===== config.mk =====
export PLATFORM = sky130hd
export DESIGN_NAME = csv_stream_tokenizer_core_flat
export DESIGN_NICKNAME = d
export VERILOG_FILES = /design/src/hdl/csvt_pkg.sv /design/src/hdl/csvt_in_if.sv /design/src/hdl/csvt_out_if.sv /design/src/hdl/csvt_in_reg.sv /design/src/hdl/csvt_parse.sv /design/src/hdl/csvt_out_reg.sv /design/src/hdl/csv_stream_tokenizer_core.sv /design/src/flat_wrapper.sv
export VERILOG_INCLUDE_DIRS = /design/src /design/src/hdl
export SDC_FILE = /design/constraint.sdc
export NUM_CORES = 1
export LEC_CHECK = 0
export BUFFER_PORTS_ARGS = -buffer_cell sky130_fd_sc_hd__clkbuf_2
export CAP_MARGIN = 25
export CORE_UTILIZATION = 35
export CTS_BUF_LIST = sky130_fd_sc_hd__clkbuf_4 sky130_fd_sc_hd__clkbuf_8
export DETAILED_ROUTE_END_ITERATION = 10
export HOLD_SLACK_MARGIN = 0.12
export PLACE_DENSITY = 0.56
export SLEW_MARGIN = 20
export SYNTH_ARGS = -nofsm -noshare
export SYNTH_HDL_FRONTEND = slang
export SYNTH_HIERARCHICAL = 1
export SYNTH_SLANG_ARGS = --single-unit

===== constraint.sdc =====
create_clock -name clk -period 4.7 [get_ports clk]
set_input_delay 0.94 -clock clk [delete_from_list [all_inputs] [get_ports clk]]
set_output_delay 0.94 -clock clk [all_outputs]
set_load 0.1 [all_outputs]

===== src/hdl/csv_stream_tokenizer_core_assert.svh =====
// ----------------------------------------------------------------------------
// csv_stream_tokenizer_core_assert
// Assertion macros for the CSV tokenizer. Each expects clk and rst in scope.
// ----------------------------------------------------------------------------
`ifndef CSV_STREAM_TOKENIZER_CORE_ASSERT_SVH
`define CSV_STREAM_TOKENIZER_CORE_ASSERT_SVH

// Same-cycle implication, disabled during reset.
`define CSVT_ASSERT_NOW(lbl, ante, cons, msg) \
  lbl: assert property (@(posedge clk) disable iff (rst) (ante) |-> (cons)) \
    else $error(msg);

// Next-cycle implication, disabled during reset.
`define CSVT_ASSERT_NEXT(lbl, ante, cons, msg) \
  lbl: assert property (@(posedge clk) disable iff (rst) (ante) |=> (cons)) \
    else $error(msg);

`endif


===== src/hdl/csvt_pkg.sv =====
// ----------------------------------------------------------------------------
// csvt_pkg
// Shared character codes and item types for the CSV stream tokenizer.
// ----------------------------------------------------------------------------
package csvt_pkg;

  localparam int unsigned CharW  = 16;
  localparam int unsigned CountW = 32;
  localparam int unsigned LimitW = 24;

  localparam logic [CharW-1:0] BomCode  = 16'hFEFF;
  localparam logic [CharW-1:0] CharQuote = 16'h0022;
  localparam logic [CharW-1:0] CharComma = 16'h002C;
  localparam logic [CharW-1:0] CharCr    = 16'h000D;
  localparam logic [CharW-1:0] CharLf    = 16'h000A;

  localparam logic [CountW-1:0] CountMax = {CountW{1'b1}};

  typedef struct packed {
    logic [CharW-1:0] char_code;
    logic             end_of_text;
  } in_item_t;

  typedef struct packed {
    logic              char_valid;
    logic [CharW-1:0]  char_out;
    logic              field_end;
    logic              row_end;
    logic              text_end;
    logic              row_is_header;
    logic              row_kept;
    logic [CountW-1:0] data_row_count;
  } result_t;

endpackage


===== src/hdl/csvt_in_if.sv =====
// ----------------------------------------------------------------------------
// csvt_in_if
// Character channel: one UTF-16 code unit or an end-of-text marker per item.
// ----------------------------------------------------------------------------
interface csvt_in_if;
  logic                        valid;
  logic                        ready;
  logic [csvt_pkg::CharW-1:0]  char_code;
  logic                        end_of_text;

  modport source (output valid, output char_code, output end_of_text, input ready);
  modport sink   (input valid, input char_code, input end_of_text, output ready);
endinterface


===== src/hdl/csvt_out_if.sv =====
// ----------------------------------------------------------------------------
// csvt_out_if
// Token channel: field characters, field/row/text ends and row marks.
// ----------------------------------------------------------------------------
interface csvt_out_if;
  logic                        valid;
  logic                        ready;
  logic                        char_valid;
  logic [csvt_pkg::CharW-1:0]  char_out;
  logic                        field_end;
  logic                        row_end;
  logic                        text_end;
  logic                        row_is_header;
  logic                        row_kept;
  logic [csvt_pkg::CountW-1:0] data_row_count;

  modport source (
    output valid, output char_valid, output char_out, output field_end,
    output row_end, output text_end, output row_is_header, output row_kept,
    output data_row_count, input ready
  );
  modport sink (
    input valid, input char_valid, input char_out, input field_end,
    input row_end, input text_end, input row_is_header, input row_kept,
    input data_row_count, output ready
  );
endinterface


===== src/hdl/csvt_in_reg.sv =====
// ----------------------------------------------------------------------------
// csvt_in_reg
// Input register: captures one character item, releases it on advance.
// ----------------------------------------------------------------------------
module csvt_in_reg (
  input  logic               clk,
  input  logic               rst,
  csvt_in_if.sink            chars,
  input  logic               advance,
  output logic               item_valid,
  output csvt_pkg::in_item_t item
);

  logic load;

  assign chars.ready = !item_valid || advance;
  assign load        = chars.valid && chars.ready;

  always_ff @(posedge clk) begin
    if (rst) begin
      item_valid <= 1'b0;
    end else if (chars.ready) begin
      item_valid <= chars.valid;
    end
  end

  always_ff @(posedge clk) begin
    if (load) begin
      item.char_code   <= chars.char_code;
      item.end_of_text <= chars.end_of_text;
    end
  end

endmodule


===== src/hdl/csvt_parse.sv =====
// ----------------------------------------------------------------------------
// csvt_parse
// Tokenizer state and the single-pass decode of one character item.
// ----------------------------------------------------------------------------
module csvt_parse (
  input  logic                         clk,
  input  logic                         rst,
  input  logic                         step,
  input  csvt_pkg::in_item_t           item,
  input  logic [csvt_pkg::LimitW-1:0]  max_rows,
  output logic                         res_valid,
  output csvt_pkg::result_t            res
);

  logic at_text_start, inside_quotes, quote_pending, cr_pending;
  logic field_has_content, row_has_separator, header_seen;
  logic [csvt_pkg::CountW-1:0] data_rows_seen;

  logic at_text_start_next, inside_quotes_next, quote_pending_next, cr_pending_next;
  logic field_has_content_next, row_has_separator_next, header_seen_next;
  logic [csvt_pkg::CountW-1:0] data_rows_seen_next;

  logic                        hdr, kept, nonempty, go, unq, do_content, do_close;
  logic [csvt_pkg::CharW-1:0]  c, content_char;
  logic [csvt_pkg::CountW-1:0] count_inc;

  assign c    = item.char_code;
  assign hdr  = !header_seen;
  assign kept = hdr || (max_rows == '0) ||
                (data_rows_seen < {{(csvt_pkg::CountW-csvt_pkg::LimitW){1'b0}}, max_rows});
  assign nonempty  = row_has_separator || field_has_content;
  assign count_inc = (header_seen && data_rows_seen != csvt_pkg::CountMax) ?
                     data_rows_seen + 1'b1 : data_rows_seen;

  always_comb begin
    at_text_start_next     = at_text_start;
    inside_quotes_next     = inside_quotes;
    quote_pending_next     = quote_pending;
    cr_pending_next        = cr_pending;
    field_has_content_next = field_has_content;
    row_has_separator_next = row_has_separator;
    header_seen_next       = header_seen;
    data_rows_seen_next    = data_rows_seen;
    res_valid              = 1'b0;
    res                    = '0;
    res.data_row_count     = data_rows_seen;
    go                     = 1'b1;
    unq                    = 1'b0;
    do_content             = 1'b0;
    do_close               = 1'b0;
    content_char           = c;

    if (item.end_of_text) begin
      res_valid     = 1'b1;
      res.text_end  = 1'b1;
      if (nonempty) begin
        res.field_end      = 1'b1;
        res.row_end        = 1'b1;
        res.row_is_header  = hdr;
        res.row_kept       = kept;
        res.data_row_count = count_inc;
      end
      at_text_start_next     = 1'b1;
      inside_quotes_next     = 1'b0;
      quote_pending_next     = 1'b0;
      cr_pending_next        = 1'b0;
      field_has_content_next = 1'b0;
      row_has_separator_next = 1'b0;
      header_seen_next       = 1'b0;
      data_rows_seen_next    = '0;
    end else begin
      if (at_text_start) begin
        at_text_start_next = 1'b0;
        if (c == csvt_pkg::BomCode) go = 1'b0;
      end
      if (go && cr_pending) begin
        cr_pending_next = 1'b0;
        if (c == csvt_pkg::CharLf) go = 1'b0;
      end
      if (go) begin
        if (quote_pending) begin
          quote_pending_next = 1'b0;
          if (c == csvt_pkg::CharQuote) begin
            do_content   = 1'b1;
            content_char = csvt_pkg::CharQuote;
          end else begin
            inside_quotes_next = 1'b0;
            unq                = 1'b1;
          end
        end else if (inside_quotes) begin
          if (c == csvt_pkg::CharQuote) quote_pending_next = 1'b1;
          else                          do_content         = 1'b1;
        end else begin
          unq = 1'b1;
        end
      end

      if (unq) begin
        priority if (c == csvt_pkg::CharQuote) begin
          inside_quotes_next = 1'b1;
        end else if (c == csvt_pkg::CharComma) begin
          row_has_separator_next = 1'b1;
          field_has_content_next = 1'b0;
          res_valid              = 1'b1;
          res.field_end          = 1'b1;
          res.row_is_header      = hdr;
          res.row_kept           = kept;
        end else if (c == csvt_pkg::CharCr || c == csvt_pkg::CharLf) begin
          cr_pending_next = (c == csvt_pkg::CharCr);
          do_close        = 1'b1;
        end else begin
          do_content = 1'b1;
        end
      end

      if (do_content) begin
        field_has_content_next = 1'b1;
        res_valid              = 1'b1;
        res.char_valid         = 1'b1;
        res.char_out           = content_char;
        res.row_is_header      = hdr;
        res.row_kept           = kept;
      end

      if (do_close) begin
        row_has_separator_next = 1'b0;
        field_has_content_next = 1'b0;
        if (nonempty) begin
          res_valid           = 1'b1;
          res.field_end       = 1'b1;
          res.row_end         = 1'b1;
          res.row_is_header   = hdr;
          res.row_kept        = kept;
          res.data_row_count  = count_inc;
          header_seen_next    = 1'b1;
          data_rows_seen_next = count_inc;
        end
      end
    end

    if (!step) res_valid = 1'b0;
  end

  always_ff @(posedge clk) begin
    if (rst) begin
      at_text_start     <= 1'b1;
      inside_quotes     <= 1'b0;
      quote_pending     <= 1'b0;
      cr_pending        <= 1'b0;
      field_has_content <= 1'b0;
      row_has_separator <= 1'b0;
      header_seen       <= 1'b0;
      data_rows_seen    <= '0;
    end else if (step) begin
      at_text_start     <= at_text_start_next;
      inside_quotes     <= inside_quotes_next;
      quote_pending     <= quote_pending_next;
      cr_pending        <= cr_pending_next;
      field_has_content <= field_has_content_next;
      row_has_separator <= row_has_separator_next;
      header_seen       <= header_seen_next;
      data_rows_seen    <= data_rows_seen_next;
    end
  end

endmodule


===== src/hdl/csvt_out_reg.sv =====
// ----------------------------------------------------------------------------
// csvt_out_reg
// Result register driving the token channel.
// ----------------------------------------------------------------------------
module csvt_out_reg (
  input  logic              clk,
  input  logic              rst,
  input  logic              res_valid,
  input  csvt_pkg::result_t res,
  output logic              can_take,
  csvt_out_if.source        tokens
);

  csvt_pkg::result_t held;

  assign can_take = !tokens.valid || tokens.ready;

  always_ff @(posedge clk) begin
    if (rst) begin
      tokens.valid <= 1'b0;
    end else if (can_take) begin
      tokens.valid <= res_valid;
    end
  end

  always_ff @(posedge clk) begin
    if (can_take && res_valid) begin
      held <= res;
    end
  end

  assign tokens.char_valid     = held.char_valid;
  assign tokens.char_out       = held.char_out;
  assign tokens.field_end      = held.field_end;
  assign tokens.row_end        = held.row_end;
  assign tokens.text_end       = held.text_end;
  assign tokens.row_is_header  = held.row_is_header;
  assign tokens.row_kept       = held.row_kept;
  assign tokens.data_row_count = held.data_row_count;

endmodule


===== src/hdl/csv_stream_tokenizer_core.sv =====
// ----------------------------------------------------------------------------
// csv_stream_tokenizer_core
// Streaming CSV tokenizer, one UTF-16 code unit per item.
//
//   channel   dir   payload                                 handshake
//   chars     in    char_code[15:0], end_of_text            valid/ready
//   tokens    out   char flags, row marks, count[31:0]      valid/ready
//   cfg       in    cfg_wdata[23:0] = max_rows              cfg_we, no ready
//
// One item per clock while tokens do not stall.
// Decode runs in one pass between the input register and the result register.
// Items that produce no token still pass the decode slot and update state.
// A stall on tokens holds the result and backs up into the input register.
// rst is synchronous; max_rows resets to 0 (keep every row).
// ----------------------------------------------------------------------------
`include "csv_stream_tokenizer_core_assert.svh"

module csv_stream_tokenizer_core (
  input  logic                        clk,
  input  logic                        rst,
  csvt_in_if.sink                     chars,
  csvt_out_if.source                  tokens,
  input  logic                        cfg_we,
  input  logic [csvt_pkg::LimitW-1:0] cfg_wdata
);

  logic                        item_valid;
  csvt_pkg::in_item_t          item;
  logic                        can_take;
  logic                        step;
  logic                        res_valid;
  csvt_pkg::result_t           res;
  logic [csvt_pkg::LimitW-1:0] max_rows;

  always_ff @(posedge clk) begin
    if (rst) begin
      max_rows <= '0;
    end else if (cfg_we) begin
      max_rows <= cfg_wdata;
    end
  end

  assign step = item_valid && can_take;

  csvt_in_reg u_in_reg (
    .clk        (clk),
    .rst        (rst),
    .chars      (chars),
    .advance    (can_take),
    .item_valid (item_valid),
    .item       (item)
  );

  csvt_parse u_parse (
    .clk       (clk),
    .rst       (rst),
    .step      (step),
    .item      (item),
    .max_rows  (max_rows),
    .res_valid (res_valid),
    .res       (res)
  );

  csvt_out_reg u_out_reg (
    .clk       (clk),
    .rst       (rst),
    .res_valid (res_valid),
    .res       (res),
    .can_take  (can_take),
    .tokens    (tokens)
  );

  `CSVT_ASSERT_NOW(a_row_end_has_field_end, tokens.valid && tokens.row_end, tokens.field_end, "row end without field end")
  `CSVT_ASSERT_NOW(a_char_not_field_end, tokens.valid && tokens.char_valid, !tokens.field_end && !tokens.text_end, "character item also marks an end")
  `CSVT_ASSERT_NOW(a_header_kept, tokens.valid && tokens.row_is_header, tokens.row_kept, "header row not kept")
  `CSVT_ASSERT_NEXT(a_accept_loads, chars.valid && chars.ready, item_valid, "accepted item not held in input register")

endmodule

===== src/flat_wrapper.sv =====
// flat-port wrapper written by rule: the top's interface ports become plain ports
module csv_stream_tokenizer_core_flat 
  (clk, rst, cfg_we, cfg_wdata, chars_valid, chars_char_code, chars_end_of_text, chars_ready, tokens_valid, tokens_char_valid, tokens_char_out, tokens_field_end, tokens_row_end, tokens_text_end, tokens_row_is_header, tokens_row_kept, tokens_data_row_count, tokens_ready);
  csvt_in_if chars_i ();
  csvt_out_if tokens_i ();
  input  logic clk;
  input  logic rst;
  input  logic cfg_we;
  input  logic [csvt_pkg::LimitW-1:0] cfg_wdata;
  input wire logic [$bits(chars_i.valid)-1:0] chars_valid;
  input wire logic [$bits(chars_i.char_code)-1:0] chars_char_code;
  input wire logic [$bits(chars_i.end_of_text)-1:0] chars_end_of_text;
  output wire logic [$bits(chars_i.ready)-1:0] chars_ready;
  output wire logic [$bits(tokens_i.valid)-1:0] tokens_valid;
  output wire logic [$bits(tokens_i.char_valid)-1:0] tokens_char_valid;
  output wire logic [$bits(tokens_i.char_out)-1:0] tokens_char_out;
  output wire logic [$bits(tokens_i.field_end)-1:0] tokens_field_end;
  output wire logic [$bits(tokens_i.row_end)-1:0] tokens_row_end;
  output wire logic [$bits(tokens_i.text_end)-1:0] tokens_text_end;
  output wire logic [$bits(tokens_i.row_is_header)-1:0] tokens_row_is_header;
  output wire logic [$bits(tokens_i.row_kept)-1:0] tokens_row_kept;
  output wire logic [$bits(tokens_i.data_row_count)-1:0] tokens_data_row_count;
  input wire logic [$bits(tokens_i.ready)-1:0] tokens_ready;
  assign chars_i.valid = chars_valid;
  assign chars_i.char_code = chars_char_code;
  assign chars_i.end_of_text = chars_end_of_text;
  assign chars_ready = chars_i.ready;
  assign tokens_valid = tokens_i.valid;
  assign tokens_char_valid = tokens_i.char_valid;
  assign tokens_char_out = tokens_i.char_out;
  assign tokens_field_end = tokens_i.field_end;
  assign tokens_row_end = tokens_i.row_end;
  assign tokens_text_end = tokens_i.text_end;
  assign tokens_row_is_header = tokens_i.row_is_header;
  assign tokens_row_kept = tokens_i.row_kept;
  assign tokens_data_row_count = tokens_i.data_row_count;
  assign tokens_i.ready = tokens_ready;
  csv_stream_tokenizer_core u_core (.clk(clk), .rst(rst), .chars(chars_i), .tokens(tokens_i), .cfg_we(cfg_we), .cfg_wdata(cfg_wdata));
endmodule

Word level (Yosys, flattened, before mapping)
Index checks and enable logic that the tools add are counted.
- input port bits: 46
- logic and storage cells: 143
- memories kept: 0
- bits in registers: 136
- bits in latches: 0
- ROM bits: 0
- output and inout port bits: 56
- bits in writable memories: 0
- reductions and logical operators: 27
- shifts and indexed selects: 0
- eq/ne operators: 8
- divide/modulo/power cells: 0
- $add $sub $neg: 1
- magnitude comparators: 1
- muxes and demuxes: 84
- multiply operators: 0
- bitwise operators: 1
- operators by type and width (kind ; count):
    $mux W34 ; 4
    $mux W32 ; 4
    $mux W1 ; 64
    $mux W16 ; 3
    $add A32 B1 Y32 const B ; 1
    $eq A16 B4 Y1 const B ; 2
    $eq A16 B6 Y1 const B ; 2
    $lt A32 B24 Y1 ; 1
    $ne A32 B32 Y1 const B ; 1
    $logic_not A24 Y1 ; 1
    $mux W17 ; 1
    $eq A16 B16 Y1 const B ; 1
    $mux W2 ; 8
    $reduce_and A4 Y1 ; 2
    $reduce_bool A4 Y1 ; 2
    $logic_or A1 B1 Y1 ; 6
    $reduce_bool A2 Y1 ; 3
    $reduce_bool A3 Y1 ; 2
    $logic_and A1 B1 Y1 ; 5
    $ne A4 B1 Y1 const B ; 1
    $logic_not A1 Y1 ; 3
    $ne A3 B1 Y1 const B ; 1
    $reduce_and A3 Y1 ; 1
    $reduce_and A2 Y1 ; 1
    other kinds (2) ; 2

Depth between registers and ports, before layout
- depth after elaboration: 19
- gate-level depth with buffers: 9
- mapped depth without buffers: 8

Modules after synthesis
Netlist, hierarchy kept.
- modules (own cells, without submodules) (module ; cells each ; sequential area each (sq um) ; area an instance (sq um) ; times used):
    csvt_parse ; 511 ; 780.7 ; 3603.5 ; 1
    csvt_out_reg ; 59 ; 1641.6 ; 1676.6 ; 1
    csv_stream_tokenizer_core ; 78 ; 480.5 ; 875.8 ; 1
    csvt_in_reg ; 22 ; 530.5 ; 565.5 ; 1

Worst setup path after synthesis
No wires, ideal clock.
- kind: input port to flip-flop
- start point: in tokens_ready
- end point: reg u_core.u_out_reg.held (netlist bit u_core/u_out_reg/tokens.char_out[0]) (enable)
- setup slack: 2047 ps
- stages: 6
- data arrival time: 2280 ps
- path buffers: 1
- setup time: 373 ps
- data required time: 4327 ps
- cell sequence: nand2b_4 and2_1 clkbuf_1 inv_1 a21oi_1 and2_4
- cells in the longest elaborated chain, start to end: 4
- ends and longest elaborated chain (item ; RTL line ; RTL):
    from (decl) ; flat_wrapper.sv:23 ; input wire logic [$bits(tokens_i.ready)-1:0] tokens_ready;
    $logic_or A1 B1 Y1 ; csvt_out_reg.sv:16 ; assign can_take = !tokens.valid || tokens.ready;
    $logic_and A1 B1 Y1 ; csv_stream_tokenizer_core.sv:43 ; assign step = item_valid && can_take;
    via u_core.step ; csv_stream_tokenizer_core.sv:30 ; logic step;
    $mux W1 ; csvt_parse.sv:141 ; if (!step) res_valid = 1'b0;
    via u_core.res_valid ; csv_stream_tokenizer_core.sv:31 ; logic res_valid;
    $logic_and A1 B1 Y1 ; csvt_out_reg.sv:27 ; if (can_take && res_valid) begin
    to (signal assigned) ; csvt_out_reg.sv:28 ; held <= res;
    to (decl) ; csvt_out_reg.sv:14 ; csvt_pkg::result_t held;
The timed path passes the listed nets, and every way through them passes these cells.
A chain may end at the register's enable or synchronous reset.

Worst setup path in the final report
- start point: reg, netlist name u_core/u_in_reg/item[13]
- end point: reg u_core.u_out_reg.held (netlist bit u_core/u_out_reg/tokens.data_row_count[21]) (enable)
- cells in the longest elaborated chain, start to end: 19
- elaborated cells between the ends (all ways): 40
- classes of those cells: eq/ne (5); mux (32); reduce/logical (3)
- ends and longest elaborated chain (item ; RTL line ; RTL):
    $eq A16 B16 Y1 ; csvt_parse.sv:74 ; if (c == csvt_pkg::BomCode) go = 1'b0;
    $mux W1 ; csvt_parse.sv:74 ;
    $mux W1 ; csvt_parse.sv:72 ; if (at_text_start) begin
    $mux W1 ; csvt_parse.sv:53 ; if (item.end_of_text) begin
    $mux W1 or $logic_and A1 B1 Y1 (tied branches) ; csvt_parse.sv:78, csvt_parse.sv:76 ;
    $mux W1 ; csvt_parse.sv:76 ; if (go && cr_pending) begin
    $mux W1 ; csvt_parse.sv:53 ;
    $mux W1 ; csvt_parse.sv:80 ; if (go) begin
    [4 not listed] ; n/a ;
    $mux W1 ; csvt_parse.sv:53 ;
    $mux W1 ; csvt_parse.sv:116 ; if (do_content) begin
    $mux W1 ; csvt_parse.sv:128 ; if (nonempty) begin
    $mux W1 (*) ; csvt_parse.sv:125 ; if (do_close) begin
    $mux W1 (*) ; csvt_parse.sv:53 ;
    $mux W1 (*) ; csvt_parse.sv:141 ;
    via u_core.res_valid ; csv_stream_tokenizer_core.sv:31 ;
    $logic_and A1 B1 Y1 (*) ; csvt_out_reg.sv:27 ;
The timed path passes the listed nets; every way through them passes the cells marked *. The select of a mux whose other input is x is not followed.

==> flow_metrics.tcl <==
set metrics [dict create \
    crit_fanout 54 \
    arrival_ns 3.04 \
    drtIter0Drc 251 \
    finalMaxSlewViolations 0 \
    fin_crit_sh 0.627 \
    max-slew-margin-rel 0.372 \
    clockRootBuffer "clkbuf_8" \
    clkSinkCount 136 \
    powerDensity_nw_per_um2 341 \
    p_leak_nw 3.01 \
    crit_path_end_kind "flop" \
    yosys_warnings 6 \
    core.rowCount 50 \
    finalWirelength_mm 15.6 \
    fin_nets 836 \
    synth_top_area_cell "edfxtp_1" \
    numCtsBuffers 17 \
    antenna_found_initial 0 \
    die_w_um 141 \
    cts_resized 0 \
    grt_max_degree 55 \
    synth.net_count 740 \
    finalClockSkew_ns 0.0112 \
    status "completed" \
    area_delta_synth_final_pct 16.1 \
    yosys_register_bits 136 \
    hold_class "flop to flop" \
    coreArea_um2 18800 \
    synth.area.mux_share 0.0421 \
    antenna_cells 0 \
    synth-edff-count 71 \
    clk_pin_slew_ns 0.09 \
    initial_core_util 0.358 \
    synth_top_area_frac 0.317 \
    yosys-top-cells-area "edfxtp_1 (32%), dfxtp_1 (19%), ha_1 (4.5%)" \
    synth_top_family_by_area "simple AND/OR/NAND/NOR gates" \
    synthSimpleGateAreaFrac 0.201 \
    start_kind "flop" \
    ctsHoldBuffers 0 \
    maxCapViolations 0 \
    routed_via_density 5.15 \
    critical_path_class "flop to flop" \
    tns_ns 0 \
    period_minus_slack_ns 2.95 \
    vias 5212 \
    drive_gt1_frac 0.209 \
    drc 0 \
    preCtsSetupSlack_ns 1.48 \
    worst_slew_pin_slew_ns 0.940 \
    port_buffers 101 \
    cts_setup_buffers 0 \
    hold_viol_final 0 \
    setup_viol 0 \
    async_reset_ff_frac 0 \
    layout_setup_ws_ns 1.75 \
    post-dp-hpwl_mm 11.0 \
    ys_types 62 \
    cts_buffer_depth 2 \
    syn_inst 670 \
    grt_overflow 0 \
    firstDrtPassIters 4 \
    syn_area_per_cell_um2 10.0 \
    synth_xor_xnor_area_share 0.0404 \
    clk_latency_ns 0.46 \
    synth_adder_area_share 0.0447 \
    synth_common_cells "nor2_1 (75), edfxtp_1 (71), dfxtp_1 (65)" \
    die_h_um 141 \
    grt_usage 0.164 \
    netlist_area_um2 6720 \
    gp_congestion 0.850 \
    die_area_um2 19800 \
    placed_area_um2 7390 \
    htreeDepth 4 \
    nFillCells 1889 \
    ys.flop_type "edfxtp_1" \
    antenna_left 0 \
    grt_pass1_wl_mm 25.0 \
    synth-compound-area-share 0.113 \
    yosysSeqAreaShare 0.511 \
    fmax_mhz 339 \
    synth_most_common_cell "nor2_1" \
    required_ns 4.79 \
    irDropWorstVdd_uv 160 \
    avgRoutedWirePerCell_um 15.4 \
    pin_count 102 \
    tritoncts "built" \
    rsz0062_at_grt "no" \
    finalInstanceArea_um2 7810 \
    grt_pass1_vias 4970 \
]
-- critical path, stage by stage (launching register included) --
cell	delay (ns)
edfxtp_1	0.41
or4_4	0.59
nor2_1	0.32
and3_1	0.26
nor3_1	0.08
a21oi_1	0.19
and2_4	0.69
-- layer usage --
metal	vias up	track usage	share of wire
li1	2632	-	-
met1	2442	0.218	0.48
met2	122	0.263	0.46
met3	16	0.0367	0.044
met4	0	0.0572	0.014
met5	-	0	0
-- final timing paths --
| kind | start | endpoint | slack (ns) | cells past startpoint |
|---|---|---|---|---|
| hold reg to reg | u_core/u_parse/at_text_start | u_core/u_parse/at_text_start | 0.49 | 1 |
| hold / removal | u_core/u_parse/at_text_start | u_core/u_parse/at_text_start | 0.49 | 1 |
| setup reg to reg | u_core/u_in_reg/item[13] | u_core/u_out_reg/tokens.data_row_count[21] | 1.75 | 6 |
| setup / recovery | u_core/u_in_reg/item[13] | u_core/u_out_reg/tokens.data_row_count[21] | 1.75 | 6 |
-- power breakdown --
group / leakage, nW / internal [W] / switching [W]
sequential: 1.20 / 0.00130 / 0.0000302
clock: 0.210 / 0.000494 / 0.000520
combinational: 1.60 / 0.0000716 / 0.000253
total: 3.01 / 0.00186 / 0.000803
-- sequential cells by signal, summed over array words and instances (netlist names), 16 cells and up --
register and count:
u_core/u_out_reg/tokens.data_row_count 32, u_core/u_parse/data_rows_seen 32, u_core/max_rows 24, u_core/u_in_reg/item 17, u_core/u_out_reg/tokens.char_out 16
-- cell families after synthesis --
family / Yosys count
DFF: 136
adders and majority gates: 24
muxes: 28
buffers and inverters: 72
AOI/OAI and AO/OA: 123
xor gates and xnor gates: 31
and+or+nand+nor: 256
-- cell usage in the layout, fill, tap and decap left out, types with 26 or more instances in the layout --
master    instances
a21oi_1          38
nor2_1           75
mux2i_1          26
nand2_1          42
inv_1            42
clkbuf_2        101
edfxtp_1         71
dfxtp_1          65
-- through the flow --
stage	power, W	std cells	hold slack [ns]	util
after floorplan	0.00161	670	0.430	-
after global placement	0.00168	981	0.480	0.394
after detailed placement	0.00168	981	0.468	0.394
after CTS	0.00271	1013	0.497	0.416
after global routing	0.00278	1013	0.521	0.416
final	0.00266	1013	0.491	0.416
-- final cells by class --
cell class                      count  area, um^2  area share
Inverter                           43         161      0.0207
Multi-Input combinational cell    462        2960       0.380
Clock inverter                     15         179      0.0229
Sequential cell                   136        3430       0.440
Clock buffer                       17         234      0.0300
Timing Repair Buffer              106         543      0.0696
Tap cell                          234         293      0.0375
No activity file was read; power rests on OpenSTA's default activity.
